===== config.mk =====
export PLATFORM = sky130hd
export DESIGN_NAME = qte_queue
export DESIGN_NICKNAME = d
export VERILOG_FILES = /design/src/hdl/qte_pkg.sv /design/src/hdl/qte_queue.sv
export SDC_FILE = /design/constraint.sdc
export NUM_CORES = 1
export LEC_CHECK = 0
export BUFFER_PORTS_ARGS = -buffer_cell sky130_fd_sc_hd__clkbuf_2
export CAP_MARGIN = 10
export CORE_ASPECT_RATIO = 1.1
export CORE_MARGIN = 5
export CORE_UTILIZATION = 45
export DETAILED_ROUTE_END_ITERATION = 10
export GPL_TIMING_DRIVEN = 0
export SYNTH_ARGS = -nofsm -noshare
export SYNTH_HDL_FRONTEND = slang
export SYNTH_SLANG_ARGS = --single-unit

===== constraint.sdc =====
create_clock -name clk -period 9.25 [get_ports clk]
set_input_delay 0.925 -clock clk [delete_from_list [all_inputs] [get_ports clk]]
set_output_delay 0.925 -clock clk [all_outputs]
set_load 0.005 [all_outputs]

===== src/hdl/qte_pkg.sv =====
// Shared types, constants and step functions for the quaternion to z-x-y Euler converter.
// Used by the front end, the queue, the square root unit, the CORDIC unit and the back end.
package qte_pkg;

    // Field and datapath types
    typedef logic signed [15:0] quat_t;
    typedef logic signed [31:0] prod_t;
    typedef logic signed [33:0] wide_t;   // Q28 sines and cosines
    typedef logic [56:0] rad_t;           // 2^56 - sp^2
    typedef logic [28:0] root_t;
    typedef logic signed [17:0] angle_t;  // 1/128 degree, before saturation
    typedef logic signed [43:0] cx_t;     // CORDIC vector component
    typedef logic signed [26:0] acc_t;    // angle in 2^-16 degree
    typedef logic [40:0] mag_t;

    localparam int CORDIC_STEPS = 20;
    localparam int NORM_STAGES  = 6;
    localparam int CORDIC_LAT   = 3 + NORM_STAGES + CORDIC_STEPS;
    localparam int SQRT_LAT     = 29;
    localparam int TOTAL_LAT    = SQRT_LAT + CORDIC_LAT;
    localparam int Q_DEPTH      = 4;
    localparam int Q_AW         = 2;
    localparam int MAG_W        = 41;

    localparam wide_t  ONE_Q28     = 34'sd268435456;
    localparam rad_t   RAD_ONE     = 57'h100000000000000;
    localparam acc_t   DEG180_FINE = 27'sd11796480;
    localparam acc_t   ACC_HALF    = 27'sd256;
    localparam angle_t DEG180_OUT  = 18'sd23040;
    localparam angle_t DEG90_OUT   = 18'sd11520;

    localparam int NORM_SH [NORM_STAGES] = '{32, 16, 8, 4, 2, 1};

    // atan(2^-i) in 2^-16 degree
    localparam acc_t ATAN_TAB [CORDIC_STEPS] = '{
        27'sd2949120, 27'sd1740967, 27'sd919879, 27'sd466945, 27'sd234379,
        27'sd117304,  27'sd58666,   27'sd29335,  27'sd14668,  27'sd7334,
        27'sd3667,    27'sd1833,    27'sd917,    27'sd458,    27'sd229,
        27'sd115,     27'sd57,      27'sd29,     27'sd14,     27'sd7
    };

    // Item passed from the front end to the back end
    typedef struct packed {
        wide_t sr;
        wide_t cr;
        wide_t sy;
        wide_t cy;
        wide_t sp;
        logic  clamp;
        rad_t  rad;
    } mid_t;

    // CORDIC stage contents
    typedef struct packed {
        logic zero;
        acc_t acc;
        mag_t m;
        cx_t  x;
        cx_t  y;
    } cst_t;

    // Square root stage contents
    typedef struct packed {
        logic [57:0] rad;
        logic [30:0] rem;
        root_t       root;
    } sq_t;

    // One normalize step: shift left by k while the magnitude stays below 2^41
    function automatic cst_t norm_step(cst_t s, int k);
        cst_t r;
        r = s;
        if ((s.m >> (MAG_W - k)) == '0)
        begin
            r.m = s.m << k;
            r.x = s.x <<< k;
            r.y = s.y <<< k;
        end
        return r;
    endfunction

    // One vectoring rotation, step i
    function automatic cst_t cordic_step(cst_t s, int i);
        cst_t r;
        cx_t  xs;
        cx_t  ys;
        r  = s;
        xs = s.x >>> i;
        ys = s.y >>> i;
        if (!s.y[43])
        begin
            r.x   = s.x + ys;
            r.y   = s.y - xs;
            r.acc = s.acc + ATAN_TAB[i];
        end
        else
        begin
            r.x   = s.x - ys;
            r.y   = s.y + xs;
            r.acc = s.acc - ATAN_TAB[i];
        end
        return r;
    endfunction

    // One result bit of the restoring square root, radicand digit j
    function automatic sq_t sqrt_step(sq_t s, int j);
        sq_t         r;
        logic [32:0] rw;
        logic [32:0] tr;
        r  = s;
        rw = {s.rem, s.rad[2*j +: 2]};
        tr = {2'b00, s.root, 2'b01};
        if (rw >= tr)
        begin
            r.rem  = 31'(rw - tr);
            r.root = {s.root[27:0], 1'b1};
        end
        else
        begin
            r.rem  = rw[30:0];
            r.root = {s.root[27:0], 1'b0};
        end
        return r;
    endfunction

endpackage


===== src/hdl/qte_queue.sv =====
// Short request queue between the front end and the back end.
// Register file of Q_DEPTH entries. Depends on qte_pkg.
module qte_queue
    import qte_pkg::*;
(
    input  logic clk,
    input  logic rst_n,
    input  logic push,
    input  mid_t wr_item,
    output logic full,
    input  logic pop,
    output mid_t rd_item,
    output logic empty
);

    mid_t            mem [Q_DEPTH];
    logic [Q_AW-1:0] wr_ptr_reg, rd_ptr_reg;
    logic [Q_AW:0]   count_reg, count_next;
    logic            do_push, do_pop;

    assign full    = (count_reg == (Q_AW+1)'(Q_DEPTH));
    assign empty   = (count_reg == '0);
    assign do_push = push && !full;
    assign do_pop  = pop && !empty;
    assign rd_item = mem[rd_ptr_reg];

    // occupancy
    always_comb
    begin
        count_next = count_reg;
        if (do_push && !do_pop)
            count_next = count_reg + 1'b1;
        else if (do_pop && !do_push)
            count_next = count_reg - 1'b1;
    end

    always_ff @(posedge clk or negedge rst_n)
    begin
        if (!rst_n)
        begin
            wr_ptr_reg <= '0;
            rd_ptr_reg <= '0;
            count_reg  <= '0;
        end
        else
        begin
            if (do_push)
                wr_ptr_reg <= wr_ptr_reg + 1'b1;
            if (do_pop)
                rd_ptr_reg <= rd_ptr_reg + 1'b1;
            count_reg <= count_next;
        end
    end

    // storage
    always_ff @(posedge clk)
    begin
        if (do_push)
            mem[wr_ptr_reg] <= wr_item;
    end

    a_count_bound: assert property (@(posedge clk) disable iff (!rst_n)
        count_reg <= (Q_AW+1)'(Q_DEPTH))
        else $error("queue overfilled");

    a_count_up: assert property (@(posedge clk) disable iff (!rst_n)
        (do_push && !do_pop) |=> count_reg == $past(count_reg) + 1'b1)
        else $error("queue count missed a push");

    a_count_down: assert property (@(posedge clk) disable iff (!rst_n)
        (do_pop && !do_push) |=> count_reg == $past(count_reg) - 1'b1)
        else $error("queue count missed a pop");

endmodule


* After elaboration in Yosys (flattened, before gate mapping)
Memory sizes are Yosys's and may differ from the RTL's.
Index checks and enable logic that the tools add are counted.
** Cells by class
- Reduce and logical (&&, ||, !) cells :: 10
- Equal/unequal tests :: 1
- $add $sub $neg :: 4
- Mux-type cells :: 4
** Operators by type and width (count)
- 3-bit 2-to-1 mux :: 2
- 2-bit by 1-bit adder with 2-bit output (second input constant) :: 2
- 1-bit logical AND :: 4
- 1-bit logical NOT :: 4
- 3-bit by 1-bit adder with 3-bit output (second input constant) :: 1
- 3-bit == test (second input constant) :: 1
- 3-bit logical NOT :: 1
- 3-bit by 1-bit subtractor with 3-bit output (second input constant) :: 1
- 1-bit 2-to-1 mux :: 2
- 2-bit nonzero test :: 1
** Storage, ports and cells
- Input port bits :: 232
- Bits in registers :: 7
- Logic and storage cells :: 23
- Bits in writable memories :: 912
- Memories kept :: 1
- Output and inout bits :: 230
** Memories
- mem :: depth 4, bits a word 228, rd ports 1, clocked after memory_dff 0, write ports 1, RTL line qte_queue.sv:16 : mid_t mem [Q_DEPTH];

* Depth between registers and ports, before layout
- Word-level depth :: 7
- Mapped depth :: 9
- Depth with buffers taken out :: 8

* Least setup slack after synthesis
OpenSTA, ideal clock, no wires.
- Kind :: input-to-reg
- Start point :: input push
- End point :: memory mem[0][0] (netlist name), enable pin
- Path buffers :: 1
- Required time :: 8633 ps
- Setup slack :: 2245 ps
- Setup time :: 617 ps
- Arrival :: 6388 ps
- Stages on the path :: 3
- Cell sequence :: nor2b_1 buf_2 and2_1
** On the way
- Longest elaborated chain between the ends :: 3
** Ends and longest elaborated chain
- from (decl) :: RTL line qte_queue.sv:8 : input logic push,
- 1-bit logical AND :: RTL line qte_queue.sv:23 : assign do_push = push && !full;
- via do_push :: RTL line qte_queue.sv:19 : logic do_push, do_pop;
- 1-bit 2-to-1 mux :: RTL line qte_queue.sv:58 : if (do_push)
- 1-bit 2-to-1 mux (implied by the code) :: RTL line qte_queue.sv:59 : mem[wr_ptr_reg] <= wr_item;
- to (decl) :: RTL line qte_queue.sv:16
The timed path passes the listed nets, and every way through them passes these cells.

==> summary.txt <==
status -> finished clean
met3 Use GR -> 6.53%
H-Tree Level Count -> 3
vias -> 14900
Synth Area in Compound Gates -> 0%
drt pass-1 iters -> 5
Fin. Hold Viols -> 0
worst reg-to-reg setup slack -> 6.58 ns
clock tree buffer depth -> 3
Peak Freq -> 0.272 GHz
CTS tree -> built
final setup fails -> 0
Total Nets Final -> 2036
Slew @ Worst Pin -> 0.912 ns
crit path max fanout -> 10
Die Wd -> 270 um
initial drt markers -> 797
largest net degree at the start of global routing -> 56
arrival time of the worst setup path -> 2.75 ns
Setup TNS Final -> 0 ns
most frequent cells in the layout -> edfxtp_1 (912), clkbuf_2 (461), mux4_2 (228)
number of global-route vias before repair -> 16200
crit-path cells -> clkbuf_1 -> buf_2 -> mux4_2 -> clkbuf_2
Tcrit/Tclk final -> 39.7%
maximum vdd drop -> 0.189 mV
Post-Synth Adder-Cell Area -> 0.247%
Ys Warns -> 0
Post-Synth Simple-Gate Area -> 0.172%
met1 GRT Util -> 20.5%
post-cts resize count -> 0
CTS sink cnt -> 919
reg2reg path depth -> 7
PortBufs -> 461
WS Path Type -> reg -> out
row cnt -> 104
fraction of layout cells with a size suffix above 1 -> 47.3%
GRT Overall Usage -> 17.2%
WL final -> 69.5 mm
CP endpoint kind -> output pin
total grt overflow -> 0
effective utilization at floorplan -> 45.6%
Final HPWL DP -> 46.3 mm
slowest cell on the critical path -> clkbuf_1
crit-path max cell delay -> 0.70 ns
syn nets -> 1465
# Max-Cap Violations -> 0
most common cell after layout, fill and taps aside -> edfxtp_1
post-synthesis xor/xnor area fraction -> 0.157%
io pins -> 462
dominant cell type by area after synthesis -> edfxtp_1
Slew Viols, Final -> 0
full die area -> 79900 um^2
chip height -> 296 um
clock-pin slew on the worst setup and hold paths -> 0.06 ns
Syn Area/Cell -> 27.2 um^2
post-route ant nets -> 0
share of the synthesized area in the top cell type -> 81.9%
first-pass GRT wire length -> 103 mm
GPL Wtd Cong -> 0.716
Slew headroom -> 39.2%
register area share after synthesis -> 82.4%
number of flip-flops under the largest register name -> 912
cells after synthesis -> 1227
gr busiest metal -> met2
Cell Area, Synth -> 33400 um^2
Synth Register Bits -> 919
worst min path class -> in -> async
area delta synth->final -> 20.6%
CTS Hold Bufs -> 0
GR Util met2 -> 29.4%
postcts setup bufs -> 0
multiplexer share of the synthesized area -> 15.4%
Tmin final -> 3.68 ns
PwrDens -> 323 nW/um^2
CTS Buf Count -> 90
most area-consuming cells after synthesis -> edfxtp_1 (82%), mux4_2 (15%), buf_12 (0.72%)
P_leak -> 0.0138 uW
Worst EP required -> 8.33 ns
initial antenna violation count -> 17
Synth cell types -> 22
Worst-Skew Late Latency -> 0.63 ns
RSZ-0062 raised after global routing -> false
via/cell ratio -> 5.27
Core ar. -> 73400 um^2
WL/cell -> 24.5 um
skew final -> 0.0248 ns
clock root cell -> clkbuf_16
cell area after layout -> 40300 um^2
type of origin of the critical path -> flop
Placed Area -> 37400 um^2
largest family of logic cells by synthesized area -> multiplexers
# DRC -> 0
==> synth_stat cells <==
cell and instances:
nand3_1 1, nand2_1 1, clkbuf_1 2, buf_2 25, nor2b_1 1, buf_1 1, ha_1 5, nor2_1 1
buf_4 1, inv_1 4, fa_1 1, xor2_1 2, buf_12 12, edfxtp_1 912, mux2_2 2, nor3b_1 1
or3_1 1, xnor2_1 4, and2_1 4, dfrtp_1 7, mux4_2 228, buf_6 11
==> stage by stage <==
| stage | power, uW | hold WS (ns) | worst slack, ns | util (%) | cells |
|---|---|---|---|---|---|
| 4_1_cts | 13300 | 0.0819 | 5.33 | 54.9 | 2822 |
| 2_1_floorplan | 8130 | 0.447 | 2.25 | - | 1227 |
| 5_1_grt | 13700 | 0.108 | 5.33 | 54.9 | 2826 |
| 3_5_place_dp | 9720 | 0.484 | 6.04 | 51.0 | 2660 |
| 6_report | 13000 | 0.129 | 5.57 | 54.9 | 2833 |
| 3_3_place_gp | 9960 | 0.466 | -2.52 | 50.3 | 2642 |
==> cell families after synthesis <==
family	count (synthesis)
buffers and inverters	56
multiplexers	230
XOR/XNOR	6
adder cells (fa/ha/maj)	6
AND/OR/NAND/NOR	10
flip-flops	919
==> final timing paths <==
| path | end | from |
|---|---|---|
| max | rd_item[127] | rd_ptr_reg[1]$_DFFE_PN0P_ |
| min | wr_ptr_reg[1]$_DFFE_PN0P_ | rst_n |
| min reg2reg | count_reg[2]$_DFFE_PN0P_ | count_reg[2]$_DFFE_PN0P_ |
| max reg2reg | mem[1][126]$_DFFE_PP_ | count_reg[2]$_DFFE_PN0P_ |
| max in group asynchronous | wr_ptr_reg[0]$_DFFE_PN0P_ | rst_n |
| min in group clk | mem[2][14]$_DFFE_PP_ | wr_item[14] |
==> area by class of cell <==
cell class                 count  area (um^2)
clock buffer                 115         2410
buffer                        52          508
sequential                   919        27600
timing repair buffer         479         2770
fill                        5609        33100
multi-input combinational    252         5360
inverter                       4         15.0
tap                          954         1190
clock inverter                47          483
antenna                       11         27.5
==> critical path: cells and delay by family, from the launching register on <==
family | cells | cell delay, ns
multiplexers | 1 | 0.39
flip-flops | 1 | 0.40
buffers and inverters | 3 | 1.32
==> power by group <==
| part | internal [uW] | leakage [uW] | switching, uW | total, uW |
|---|---|---|---|---|
| logic | 1830 | 0.00397 | 2030 | 3850 |
| clock network | 2040 | 0.00140 | 1490 | 3530 |
| registers | 5490 | 0.00844 | 152 | 5640 |
==> metal layers <==
metal | share of wire, % | up-vias
met5 | 0.11 | -
met4 | 2.7 | 12
met3 | 8.4 | 119
met2 | 51 | 427
met1 | 37 | 7833
li1 | - | 6534
Power figures use the tool's default switching activity.
